--- config.mk ---
export PLATFORM = sky130hd
export DESIGN_NAME = fraction_add_reduce
export DESIGN_NICKNAME = d
export VERILOG_FILES = /design/src/hw/rtl/fra_pkg.sv /design/src/hw/rtl/fra_alu.sv /design/src/hw/rtl/fra_core.sv /design/src/hw/rtl/fraction_add_reduce.sv
export SDC_FILE = /design/constraint.sdc
export NUM_CORES = 1
export LEC_CHECK = 0
export BUFFER_PORTS_ARGS = -buffer_cell sky130_fd_sc_hd__buf_2
export CAP_MARGIN = 40
export CORE_MARGIN = 2
export CORE_UTILIZATION = 50
export DETAILED_ROUTE_END_ITERATION = 10
export HOLD_SLACK_MARGIN = 0.03
export PLACE_DENSITY = 0.7
export SLEW_MARGIN = 25
export SYNTH_ARGS = -nofsm -noshare
export SYNTH_HDL_FRONTEND = slang
export SYNTH_SLANG_ARGS = --single-unit
--- constraint.sdc ---
create_clock -name clk -period 8.3 [get_ports clk]
set_input_delay 0 -clock clk [delete_from_list [all_inputs] [get_ports clk]]
set_output_delay 0 -clock clk [all_outputs]
set_load 0.01 [all_outputs]
--- src/hw/rtl/fra_pkg.sv ---
// ----------------------------------------------------------------------------
// Fraction add and reduce: shared package
// Sequencer states, phase codes and the fixed widths of the result fields.
// ----------------------------------------------------------------------------
package fra_pkg;

  localparam int SUM_NUM_W = 34;
  localparam int SUM_DEN_W = 32;

  typedef enum logic [3:0] {
    ST_IDLE,
    ST_GCD,
    ST_GSHIFT,
    ST_DIV,
    ST_MUL,
    ST_ADD,
    ST_SUBR,
    ST_G2,
    ST_DONE
  } state_t;

  typedef enum logic [3:0] {
    PH_G1,
    PH_KA,
    PH_KB,
    PH_LCM,
    PH_TA,
    PH_TB,
    PH_G2,
    PH_RN,
    PH_RD
  } phase_t;

endpackage

--- src/hw/rtl/fra_alu.sv ---
// ----------------------------------------------------------------------------
// Fraction add and reduce: shared add/subtract unit
// One adder that serves the gcd subtractions and every division, multiplication and sum step.
// ----------------------------------------------------------------------------
module fra_alu #(
  parameter int WIDTH = 33
) (
  input  logic [WIDTH-1:0] a,
  input  logic [WIDTH-1:0] b,
  input  logic             sub,
  output logic [WIDTH-1:0] res,
  output logic             cout
);

  logic [WIDTH-1:0] b_op;

  assign b_op = sub ? ~b : b;

  // With sub set, cout high means a is not less than b.
  assign {cout, res} = {1'b0, a} + {1'b0, b_op} + {{WIDTH{1'b0}}, sub};

endmodule

--- src/hw/rtl/fra_core.sv ---
// ----------------------------------------------------------------------------
// Fraction add and reduce: sequencer and datapath
// Runs binary gcd, shift-subtract division and shift-add multiplication
// through the shared add/subtract unit, one step per cycle.
// ----------------------------------------------------------------------------
module fra_core #(
  parameter int IN_WIDTH = 16
) (
  input  logic                                 clk,
  input  logic                                 rst,
  input  logic                                 start,
  input  logic signed [IN_WIDTH-1:0]           num_a,
  input  logic        [IN_WIDTH-1:0]           den_a,
  input  logic signed [IN_WIDTH-1:0]           num_b,
  input  logic        [IN_WIDTH-1:0]           den_b,
  output logic                                 ready,
  output logic                                 done,
  input  logic                                 ack,
  output logic signed [fra_pkg::SUM_NUM_W-1:0] res_num,
  output logic        [fra_pkg::SUM_DEN_W-1:0] res_den,
  output logic                                 res_err
);

  import fra_pkg::*;

  localparam int IW = IN_WIDTH;
  localparam int DW = 2 * IN_WIDTH;
  localparam int AW = DW + 1;
  localparam int CW = $clog2(DW + 1);

  state_t state, state_next;
  phase_t phase;

  logic [DW-1:0] x, y, rem, quo, acc, mcand, g, lcmv, ta, tb, mag;
  logic [IW-1:0] mplier, ma, mb, da, db, ka, kb;
  logic [CW-1:0] cnt, k;
  logic          na, nb, neg;

  logic [IW-1:0] a_raw, b_raw, ma_in, mb_in;
  logic          den_bad;

  logic [AW-1:0] alu_a, alu_b, alu_res;
  logic          alu_sub, alu_cout;

  logic [SUM_NUM_W-1:0] rn_ext;

  assign a_raw   = num_a;
  assign b_raw   = num_b;
  assign ma_in   = a_raw[IW-1] ? (~a_raw + 1'b1) : a_raw;
  assign mb_in   = b_raw[IW-1] ? (~b_raw + 1'b1) : b_raw;
  assign den_bad = (den_a == '0) || (den_b == '0);
  assign rn_ext  = SUM_NUM_W'(mag);

  assign ready = (state == ST_IDLE);
  assign done  = (state == ST_DONE);

  fra_alu #(.WIDTH(AW)) u_alu (
    .a    (alu_a),
    .b    (alu_b),
    .sub  (alu_sub),
    .res  (alu_res),
    .cout (alu_cout)
  );

  always_comb begin
    alu_a   = '0;
    alu_b   = '0;
    alu_sub = 1'b0;
    case (state)
      ST_GCD: begin
        alu_a   = {1'b0, x};
        alu_b   = {1'b0, y};
        alu_sub = 1'b1;
      end
      ST_DIV: begin
        alu_a   = {rem, quo[DW-1]};
        alu_b   = {1'b0, y};
        alu_sub = 1'b1;
      end
      ST_MUL: begin
        alu_a = {1'b0, acc};
        alu_b = {1'b0, mcand};
      end
      ST_ADD: begin
        alu_a   = {1'b0, ta};
        alu_b   = {1'b0, tb};
        alu_sub = na ^ nb;
      end
      ST_SUBR: begin
        alu_a   = {1'b0, tb};
        alu_b   = {1'b0, ta};
        alu_sub = 1'b1;
      end
      default: begin
        alu_sub = 1'b0;
      end
    endcase
  end

  always_ff @(posedge clk) begin
    if (rst) begin
      state <= ST_IDLE;
    end else begin
      state <= state_next;
    end
  end

  always_comb begin
    state_next = state;
    case (state)
      ST_IDLE: begin
        if (start) begin
          state_next = den_bad ? ST_DONE : ST_GCD;
        end
      end
      ST_GCD: begin
        if ((x == '0) || (y == '0)) begin
          state_next = ST_GSHIFT;
        end
      end
      ST_GSHIFT: begin
        if (k == '0) begin
          state_next = ST_DIV;
        end
      end
      ST_DIV: begin
        if (cnt == '0) begin
          if (phase == PH_KB) begin
            state_next = ST_MUL;
          end else if (phase == PH_RD) begin
            state_next = ST_DONE;
          end
        end
      end
      ST_MUL: begin
        if ((cnt == '0) && (phase == PH_TB)) begin
          state_next = ST_ADD;
        end
      end
      ST_ADD: begin
        state_next = ((na == nb) || alu_cout) ? ST_G2 : ST_SUBR;
      end
      ST_SUBR: begin
        state_next = ST_G2;
      end
      ST_G2: begin
        state_next = ST_GCD;
      end
      ST_DONE: begin
        if (ack) begin
          state_next = ST_IDLE;
        end
      end
      default: begin
        state_next = ST_IDLE;
      end
    endcase
  end

  always_ff @(posedge clk) begin
    if (rst) begin
      phase <= PH_G1;
    end else begin
      case (state)
        ST_IDLE: begin
          if (start) begin
            ma      <= ma_in;
            mb      <= mb_in;
            na      <= a_raw[IW-1];
            nb      <= b_raw[IW-1];
            da      <= den_a;
            db      <= den_b;
            x       <= {{IW{1'b0}}, den_a};
            y       <= {{IW{1'b0}}, den_b};
            k       <= '0;
            phase   <= PH_G1;
            res_num <= '0;
            res_den <= '0;
            res_err <= den_bad;
          end
        end
        ST_GCD: begin
          if (x == '0) begin
            x <= y;
          end else if (y == '0) begin
            x <= x;
          end else if (!x[0] && !y[0]) begin
            x <= x >> 1;
            y <= y >> 1;
            k <= k + 1'b1;
          end else if (!x[0]) begin
            x <= x >> 1;
          end else if (!y[0]) begin
            y <= y >> 1;
          end else if (alu_cout) begin
            x <= alu_res[DW-1:0];
          end else begin
            x <= y;
            y <= x;
          end
        end
        ST_GSHIFT: begin
          if (k == '0) begin
            g   <= x;
            y   <= x;
            rem <= '0;
            if (phase == PH_G1) begin
              quo   <= {db, {IW{1'b0}}};
              cnt   <= CW'(IW);
              phase <= PH_KA;
            end else begin
              quo   <= mag;
              cnt   <= CW'(DW);
              phase <= PH_RN;
            end
          end else begin
            x <= x << 1;
            k <= k - 1'b1;
          end
        end
        ST_DIV: begin
          if (cnt == '0) begin
            rem <= '0;
            y   <= g;
            case (phase)
              PH_KA: begin
                ka    <= quo[IW-1:0];
                quo   <= {da, {IW{1'b0}}};
                cnt   <= CW'(IW);
                phase <= PH_KB;
              end
              PH_KB: begin
                kb     <= quo[IW-1:0];
                acc    <= '0;
                mcand  <= {{IW{1'b0}}, db};
                mplier <= quo[IW-1:0];
                cnt    <= CW'(IW);
                phase  <= PH_LCM;
              end
              PH_RN: begin
                mag   <= quo;
                quo   <= lcmv;
                cnt   <= CW'(DW);
                phase <= PH_RD;
              end
              default: begin
                res_den <= SUM_DEN_W'(quo);
                res_num <= neg ? (~rn_ext + 1'b1) : rn_ext;
                res_err <= 1'b0;
              end
            endcase
          end else begin
            rem <= alu_cout ? alu_res[DW-1:0] : alu_a[DW-1:0];
            quo <= {quo[DW-2:0], alu_cout};
            cnt <= cnt - 1'b1;
          end
        end
        ST_MUL: begin
          if (cnt == '0) begin
            acc <= '0;
            cnt <= CW'(IW);
            case (phase)
              PH_LCM: begin
                lcmv   <= acc;
                mcand  <= {{IW{1'b0}}, ma};
                mplier <= ka;
                phase  <= PH_TA;
              end
              PH_TA: begin
                ta     <= acc;
                mcand  <= {{IW{1'b0}}, mb};
                mplier <= kb;
                phase  <= PH_TB;
              end
              default: begin
                tb <= acc;
              end
            endcase
          end else begin
            if (mplier[0]) begin
              acc <= alu_res[DW-1:0];
            end
            mcand  <= mcand << 1;
            mplier <= mplier >> 1;
            cnt    <= cnt - 1'b1;
          end
        end
        ST_ADD: begin
          if ((na == nb) || alu_cout) begin
            mag <= alu_res[DW-1:0];
            neg <= na;
          end
        end
        ST_SUBR: begin
          mag <= alu_res[DW-1:0];
          neg <= nb;
        end
        ST_G2: begin
          if (mag == '0) begin
            neg <= 1'b0;
          end
          x     <= mag;
          y     <= lcmv;
          k     <= '0;
          phase <= PH_G2;
        end
        default: begin
          phase <= phase;
        end
      endcase
    end
  end

endmodule

--- src/hw/rtl/fraction_add_reduce.sv ---
// The two binary gcd loops and their shift-back take a data-dependent time. A request with a
// zero denominator goes from idle straight to done and skips the arithmetic. One add/subtract
// unit does all the arithmetic for one request at a time, so a new request is taken only once
// the last one has left the sequencer for the result register. Reset is synchronous and active
// high; it returns the sequencer to idle and clears the result valid flag.
// ----------------------------------------------------------------------------
// Fraction add and reduce: top level
// Adds two fractions and returns the sum in lowest terms, flagging a zero
// denominator, with a result register between the sequencer and the output.
// ----------------------------------------------------------------------------
module fraction_add_reduce #(
  parameter int IN_WIDTH = 16
) (
  input  logic                                 clk,
  input  logic                                 rst,
  input  logic                                 req_valid,
  output logic                                 req_stall,
  input  logic signed [IN_WIDTH-1:0]           num_a,
  input  logic        [IN_WIDTH-1:0]           den_a,
  input  logic signed [IN_WIDTH-1:0]           num_b,
  input  logic        [IN_WIDTH-1:0]           den_b,
  output logic                                 res_valid,
  input  logic                                 res_stall,
  output logic signed [fra_pkg::SUM_NUM_W-1:0] sum_num,
  output logic        [fra_pkg::SUM_DEN_W-1:0] sum_den,
  output logic                                 den_zero
);

  import fra_pkg::*;

  logic                        core_ready, core_done, load;
  logic signed [SUM_NUM_W-1:0] core_num;
  logic        [SUM_DEN_W-1:0] core_den;
  logic                        core_err;

  assign req_stall = !core_ready;
  assign load      = core_done && (!res_valid || !res_stall);

  fra_core #(.IN_WIDTH(IN_WIDTH)) u_core (
    .clk     (clk),
    .rst     (rst),
    .start   (req_valid && core_ready),
    .num_a   (num_a),
    .den_a   (den_a),
    .num_b   (num_b),
    .den_b   (den_b),
    .ready   (core_ready),
    .done    (core_done),
    .ack     (load),
    .res_num (core_num),
    .res_den (core_den),
    .res_err (core_err)
  );

  always_ff @(posedge clk) begin
    if (rst) begin
      res_valid <= 1'b0;
    end else if (load) begin
      res_valid <= 1'b1;
    end else if (!res_stall) begin
      res_valid <= 1'b0;
    end
  end

  always_ff @(posedge clk) begin
    if (load) begin
      sum_num  <= core_num;
      sum_den  <= core_den;
      den_zero <= core_err;
    end
  end

endmodule

* Word-level counts from Yosys, hierarchy flattened
Index checks and enable logic that the tools add are counted.
** Storage, ports and cells
- Input port bits :: 68
- Memory bits (read-only) :: 0
- Output and inout bits :: 69
- Memory bits (writable) :: 0
- Latch bits :: 0
- Memories :: 0
- Register bits :: 622
** Operators by class
- Eq/ne operators :: 44
- Reductions and logical operators :: 58
- Muxes and demuxes :: 102
- Shift-type cells :: 0
- $lt $le $gt $ge :: 0
- Divide/modulo/power cells :: 0
- Bitwise operators :: 7
- Add/sub/neg operators :: 8
- Multiply operators :: 0
** Operators with widths (count)
- 32-bit two-way mux :: 36
- 32-bit one-hot mux with 2 select lines :: 7
- 32-bit one-hot mux with 4 select lines :: 2
- 33-bit one-hot mux with 5 select lines :: 1
- 32-bit one-hot mux with 5 select lines :: 1
- 34-bit two-way mux :: 4
- 32-bit zero test :: 3
- 32-bit one-hot mux with 3 select lines :: 1
- 34-bit one-hot mux with 2 select lines :: 1
- 16-bit one-hot mux with 2 select lines :: 2
- 6-bit two-way mux :: 9
- 4-bit two-way mux :: 13
- 16-bit two-way mux :: 3
- 4-bit one-hot mux with 9 select lines :: 1
- 33-bit by 33-bit adder with 34-bit output :: 1
- 34-bit by 1-bit adder with 34-bit output :: 1
- 34-bit by 1-bit adder with 34-bit output, second input constant :: 1
- 32-bit inverter with 34-bit output :: 1
- 33-bit two-way mux :: 1
- 32-bit inverter with 33-bit output :: 1
- 16-bit by 1-bit adder with 16-bit output, second input constant :: 2
- 16-bit zero test :: 2
- 16-bit inverter :: 2
- 4-bit AND reduction :: 8
- 45 further kinds :: 115

* Depth between registers and ports, before layout
- Word-level depth :: 14
- Mapped depth :: 20
- Mapped depth without buffers :: 16

* Hierarchy
A second synthesis with hierarchy kept.
** Second synthesis, totals
- Cell total of the unflattened synthesis :: 2453
- Area total of the unflattened synthesis :: 30250.3 sq um
** Modules (own cells, without submodules)
- fra_core :: cells an instance 2114, area an instance 26171.4 sq um, seq. area each 16555.9 sq um, times used 1
- fraction_add_reduce :: cells an instance 73, area an instance 2058.2 sq um, seq. area each 2031.9 sq um, times used 1
- fra_alu :: cells an instance 266, area an instance 2020.7 sq um, seq. area each 0.0 sq um, times used 1

* Worst setup path after synthesis
OpenSTA, ideal clock, no wires.
- Path type :: register to register
- From :: register u_core.state[0]
- To :: register u_core.mag[0] (enable)
- Period minus slack after synthesis :: 7.704 ns
- Buffers on the path :: 6
- Data arrival time :: 7.230 ns
- Stages on the path, launching flop included :: 19
- Slack :: 0.596 ns
- Cells stage by stage :: dfxtp_1 clkbuf_1 clkbuf_1 nor4b_1 clkbuf_1 clkbuf_1 a221oi_1 xnor2_1 ha_1 clkbuf_1 nand4_1 nor4_1 nand3_1 nor3_1 nor4bb_1 nor3_1 clkbuf_1 nor2_1 a221oi_1
** On the way
- Word-level cells in the longest chain between the ends :: 10
- Elaborated cells between the ends (all ways) :: 20
- Those cells by class :: add/sub: 2; eq/ne: 8; mux: 4; bitwise: 1; reduce/logical: 5
** RTL lines
- from (decl) :: line fra_core.sv:31 : state_t state, state_next;
- from (signal assigned) :: line fra_core.sv:104 : state <= state_next;
- 4-bit by 1-bit equality test with 1-bit output or 4-bit by 2-bit equality test with 1-bit output (tied branches) :: line fra_core.sv:69, fra_core.sv:164
- 2-bit OR reduction (no line)
- 32-bit one-hot mux with 4 select lines :: line fra_core.sv:69 : case (state)
- 32-bit inverter with 33-bit output :: line fra_alu.sv:17 : assign b_op = sub ? ~b : b;
- 33-bit two-way mux :: line fra_alu.sv:17
- 33-bit by 33-bit adder with 34-bit output :: line fra_alu.sv:20 : assign {cout, res} = {1'b0, a} + {1'b0, b_op} + {{WIDTH{1'b0}}, sub};
- 34-bit by 1-bit adder with 34-bit output :: line fra_alu.sv:20
- 1-bit logical OR :: line fra_core.sv:289 : if ((na == nb) || alu_cout) begin
- 2-bit by 1-bit inequality test with 1-bit output (no line)
- 5-bit AND reduction (no line) (*)
- to (signal assigned) :: line fra_core.sv:241 : mag <= quo;
- to (signal assigned) :: line fra_core.sv:290 : mag <= alu_res[DW-1:0];
- to (signal assigned) :: line fra_core.sv:295 : mag <= alu_res[DW-1:0];
- to (decl) :: line fra_core.sv:34 : logic [DW-1:0] x, y, rem, quo, acc, mcand, g, lcmv, ta, tb, mag;
Mark *: on every way between the ends. The rest lies on a longest branch, timed or not.
A chain may end at the register's enable or synchronous reset.

* Worst setup path after layout
- From :: register u_core.state[2]
- To :: register u_core.x[24] (data pin)
** On the way
- Word-level cells in the longest chain between the ends :: 14
- Elaborated cells between the ends (all ways) :: 24
- Those cells by class :: add/sub: 2; eq/ne: 7; mux: 11; bitwise: 1; reduce/logical: 3
** RTL lines
- 4-bit by 1-bit equality test with 1-bit output or 4-bit by 2-bit equality test with 1-bit output (tied branches) :: line fra_core.sv:69, fra_core.sv:164
- 2-bit OR reduction (no line)
- 32-bit one-hot mux with 4 select lines :: line fra_core.sv:69
- 32-bit inverter with 33-bit output :: line fra_alu.sv:17
- 33-bit two-way mux :: line fra_alu.sv:17
- 33-bit by 33-bit adder with 34-bit output :: line fra_alu.sv:20
- 34-bit by 1-bit adder with 34-bit output :: line fra_alu.sv:20
- 32-bit two-way mux :: line fra_core.sv:195 : end else if (alu_cout) begin
- 32-bit two-way mux :: line fra_core.sv:193 : end else if (!y[0]) begin
- 32-bit two-way mux :: line fra_core.sv:191 : end else if (!x[0]) begin
- 32-bit two-way mux :: line fra_core.sv:187 : end else if (!x[0] && !y[0]) begin
- 32-bit two-way mux :: line fra_core.sv:185 : end else if (y == '0) begin
- 32-bit two-way mux :: line fra_core.sv:183 : if (x == '0) begin
- 32-bit one-hot mux with 4 select lines (*) :: line fra_core.sv:164 : case (state)
- to (signal assigned) :: line fra_core.sv:184 : x <= y;
- to (signal assigned) :: line fra_core.sv:188 : x <= x >> 1;
- to (signal assigned) :: line fra_core.sv:192 : x <= x >> 1;
- to (decl) :: line fra_core.sv:34
Mark *: on every way between the ends. The rest lies on a longest branch, timed or not. The select of a mux whose other input is x is not followed.

==> results.yml <==
grt:
  grt_use_total: 0.314
  global_route_wire_length_before_repair_um: 147000
  gr_overflow_total: 0
  antenna_found_initial: 4
  grt_pass1_vias: 22491
  largest_net_degree_at_the_start_of_global_routing: 85
drt:
  drcViolationCount: 6
  wire_per_inst_um: 27.7
  firstDrtPassIters: 11
  vias: 23885
  wirelength_um: 101000
  via_per_inst: 6.58
  iteration_0_drc_markers: 4033
  drt.antenna.violating_nets: 0
sta:
  worstMarginPinSlew_ps: 960
  finalHoldViolations: 0
  setup_viol_count_final: 0
  min_period_ps: 6670
  rsz0062_at_grt: "no"
  fmax_mhz: 150
  post_route_fraction_of_the_period_consumed_by_the_critical_path: 0.803
  slew_headroom: 0.355
  setup_total_negative_slack_ps: 0
  slew_viol_final: 0
  final_skew_ps: 23.8
synthesis:
  synthesis.area_sq_mm: 0.0304
  yosys-top-cells-area: "sky130_fd_sc_hd__edfxtp_1 (60%), sky130_fd_sc_hd__nand2_1 (3.4%), sky130_fd_sc_hd__nor2_1 (2.7%)"
  avgSynthCellArea_sq_um: 11.7
  synth_flop_cell: "sky130_fd_sc_hd__edfxtp_1"
  synth.yosys.warnings: 0
  yosys.cell_types.count: 77
  synth_edf_count: 613
  async_flop_share: 0
  yosysTopAreaCell: "sky130_fd_sc_hd__edfxtp_1"
  yosys_register_bits: 622
  synth.top_cell.area_share: 0.605
  ys_seq_area_frac: 0.610
  postSynthCellCount: 2598
  net_count_after_synthesis: 2709
power_and_ir_drop:
  ir_drop_uv: 220
  leakage_power_nw: 12.6
  power_per_cell_area_mw_per_mm2: 333
floorplan:
  die_width_um: 251
  rows: 90
  design.die.area_sq_mm: 0.0629
  initial_core_util: 0.505
  die_h_um: 251
  core_region_area_sq_mm: 0.0602
  num_io_pins: 137
clock_network:
  clockBufferDepth: 3
  numCtsBuffers: 61
  htree_num_levels: 2
  clock_insertion_delay_worst_skew_ps: 640
  tritoncts: "done"
  cts_root_buf: "sky130_fd_sc_hd__clkbuf_16"
  clkSlewWorstSetupHoldPaths_ps: 60
  cts.sink_count: 622
cells_and_area:
  cell_area_after_layout_sq_mm: 0.0354
  area_growth_pct: 16.3
  final_nets: 2905
  drive_above_1_share: 0.130
outcome:
  status: "complete, but fails checks"
  violations: "design-rule violations"
worst_setup_path:
  cp.arrival_ps: 7050
  critPathMaxFanout: 56
  crit_type: "register to register"
  start_kind: "register"
  critical_path_required_ps: 8680
  critPathCaptureType: "register"
place:
  gpl.final_weighted_congestion: 1.01
  dpl_hpwl_um: 69400
  port_buffers: 136
  dpl-instance-area_sq_mm: 0.0322
worst_hold_path:
  timing.hold.worst.class: "input pin to register"
run:
  cap_viol_max_count: 0
## final cells by class
| type | count | area [sq um] |
|---|---|---|
| fill | 4788 | 24800 |
| sequential | 622 | 18600 |
| multi-input combinational | 1737 | 11200 |
| timing repair buffer | 308 | 2320 |
| clock buffer | 71 | 1590 |
| tap | 782 | 978 |
| clock inverter | 43 | 549 |
| inverter | 64 | 240 |
| antenna | 3 | 7.51 |
## cell usage in the layout (no fill, tap or decap), drive strengths merged, types with 9 or more instances in the layout
| cell type | n |
|---|---|
| a211oi | 37 |
| a21o | 10 |
| a21oi | 121 |
| a221oi | 36 |
| a222oi | 57 |
| a22o | 40 |
| a22oi | 86 |
| a31oi | 22 |
| and2 | 44 |
| and3 | 29 |
| buf | 212 |
| bufinv | 12 |
| clkbuf | 72 |
| clkinv | 29 |
| dfxtp | 9 |
| dlygate4sd3 | 94 |
| edfxtp | 613 |
| ha | 41 |
| inv | 64 |
| mux2i | 74 |
| nand2 | 274 |
| nand2b | 12 |
| nand3 | 73 |
| nand4 | 17 |
| nor2 | 217 |
| nor2b | 9 |
| nor3 | 41 |
| nor4 | 36 |
| o21ai | 151 |
| o31ai | 27 |
| or2 | 10 |
| or3 | 22 |
| or4 | 12 |
| xnor2 | 77 |
| xor2 | 48 |
## repair_timing
action                                  4_1_cts  5_1_grt
hold buffers                                 94        0
endpoints found under the setup margin        0        0
gates resized for setup                       0        0
buffers inserted                              0        0
hold endpoints to repair                    133        0
## report_power, final
part           total [W]  switching [W]  internal (W)  leakage, nW
Sequential       0.00454       0.000532       0.00401         5.72
Clock            0.00296        0.00122       0.00174         1.05
Combinational    0.00430        0.00286       0.00144         5.87
Total             0.0118        0.00461       0.00719         12.6
## per-stage QoR
stage / setup WS, ps / cells / power [W] / hold slack, ps / utilization
floorplan: 596 / 2598 / 0.00684 / 98.9 / -
global placement: 1740 / 3392 / 0.00835 / 220 / 0.532
detailed placement: 1670 / 3405 / 0.00853 / 219 / 0.534
CTS: 1670 / 3613 / 0.0115 / 105 / 0.585
global route: 1520 / 3627 / 0.0122 / 133 / 0.588
finish: 1630 / 3630 / 0.0118 / 132 / 0.588
## cell usage after synthesis, types with 40 or more instances
master	number
sky130_fd_sc_hd__xor2_1	48
sky130_fd_sc_hd__a21oi_1	121
sky130_fd_sc_hd__nand3_1	73
sky130_fd_sc_hd__clkbuf_1	158
sky130_fd_sc_hd__nor3_1	41
sky130_fd_sc_hd__o21ai_0	149
sky130_fd_sc_hd__a22oi_1	86
sky130_fd_sc_hd__edfxtp_1	613
sky130_fd_sc_hd__ha_1	41
sky130_fd_sc_hd__a222oi_1	57
sky130_fd_sc_hd__and2_1	44
sky130_fd_sc_hd__nand2_1	274
sky130_fd_sc_hd__inv_1	63
sky130_fd_sc_hd__nor2_1	217
sky130_fd_sc_hd__a22o_1	40
sky130_fd_sc_hd__mux2i_1	74
sky130_fd_sc_hd__xnor2_1	77
## state kept, by name, indices dropped and copies added (netlist names), 16 cells and up
register	count
sum_num	34
u_core.res_num	34
sum_den	32
u_core.acc	32
u_core.g	32
u_core.lcmv	32
u_core.mag	32
u_core.mcand	32
u_core.quo	32
u_core.rem	32
u_core.res_den	32
u_core.ta	32
u_core.tb	32
u_core.x	32
u_core.y	32
u_core.da	16
u_core.db	16
u_core.ka	16
u_core.kb	16
u_core.ma	16
u_core.mb	16
u_core.mplier	16
## path summary, 6_finish.rpt
path / slack [ps] / cells after the start / to / from
min reg2reg: 420 / 0 / sum_num[22]$_DFFE_PP_ / u_core.res_num[22]$_SDFFCE_PP0P_
max: 1630 / 16 / u_core.x[24]$_DFFE_PP_ / u_core.state[2]$_SDFFE_PP0P_
max reg2reg: 1630 / 16 / u_core.x[24]$_DFFE_PP_ / u_core.state[2]$_SDFFE_PP0P_
min: 130 / 2 / u_core.mb[0]$_DFFE_PP_ / num_b[0]
## cell families after synthesis
| kind of cell | synth area share |
|---|---|
| simple gates | 0.127 |
| compound gates | 0.152 |
| flops | 0.610 |
| buf+inv | 0.0296 |
| xor+xnor | 0.0360 |
| mux | 0.0262 |
| fa+ha+maj | 0.0182 |
## critical path, stage by stage, from the launching register on
cell                       delay (ps)
sky130_fd_sc_hd__dfxtp_1          810
sky130_fd_sc_hd__nand2b_1         350
sky130_fd_sc_hd__nor2_4           350
sky130_fd_sc_hd__buf_4            590
sky130_fd_sc_hd__a221oi_1         210
sky130_fd_sc_hd__xnor2_1          180
sky130_fd_sc_hd__ha_1             440
sky130_fd_sc_hd__nand4_1          270
sky130_fd_sc_hd__nor4_1           890
sky130_fd_sc_hd__nand3_1          160
sky130_fd_sc_hd__nor3_1           330
sky130_fd_sc_hd__nor4bb_1         150
sky130_fd_sc_hd__or3_1            600
sky130_fd_sc_hd__buf_4            370
sky130_fd_sc_hd__a211oi_1         270
sky130_fd_sc_hd__o21ai_0          110
sky130_fd_sc_hd__a31o_2           260
## layer usage
layer | vias to the layer above | share of wire | global-route usage | wire (um)
li1 | 10351 | - | - | -
met1 | 11614 | 0.38 | 0.436 | 38300
met2 | 1670 | 0.43 | 0.469 | 43700
met3 | 246 | 0.14 | 0.0891 | 14500
met4 | 4 | 0.041 | 0.120 | 4110
met5 | - | 0.00023 | 0 | 23
Power figures use the tool's default switching activity.
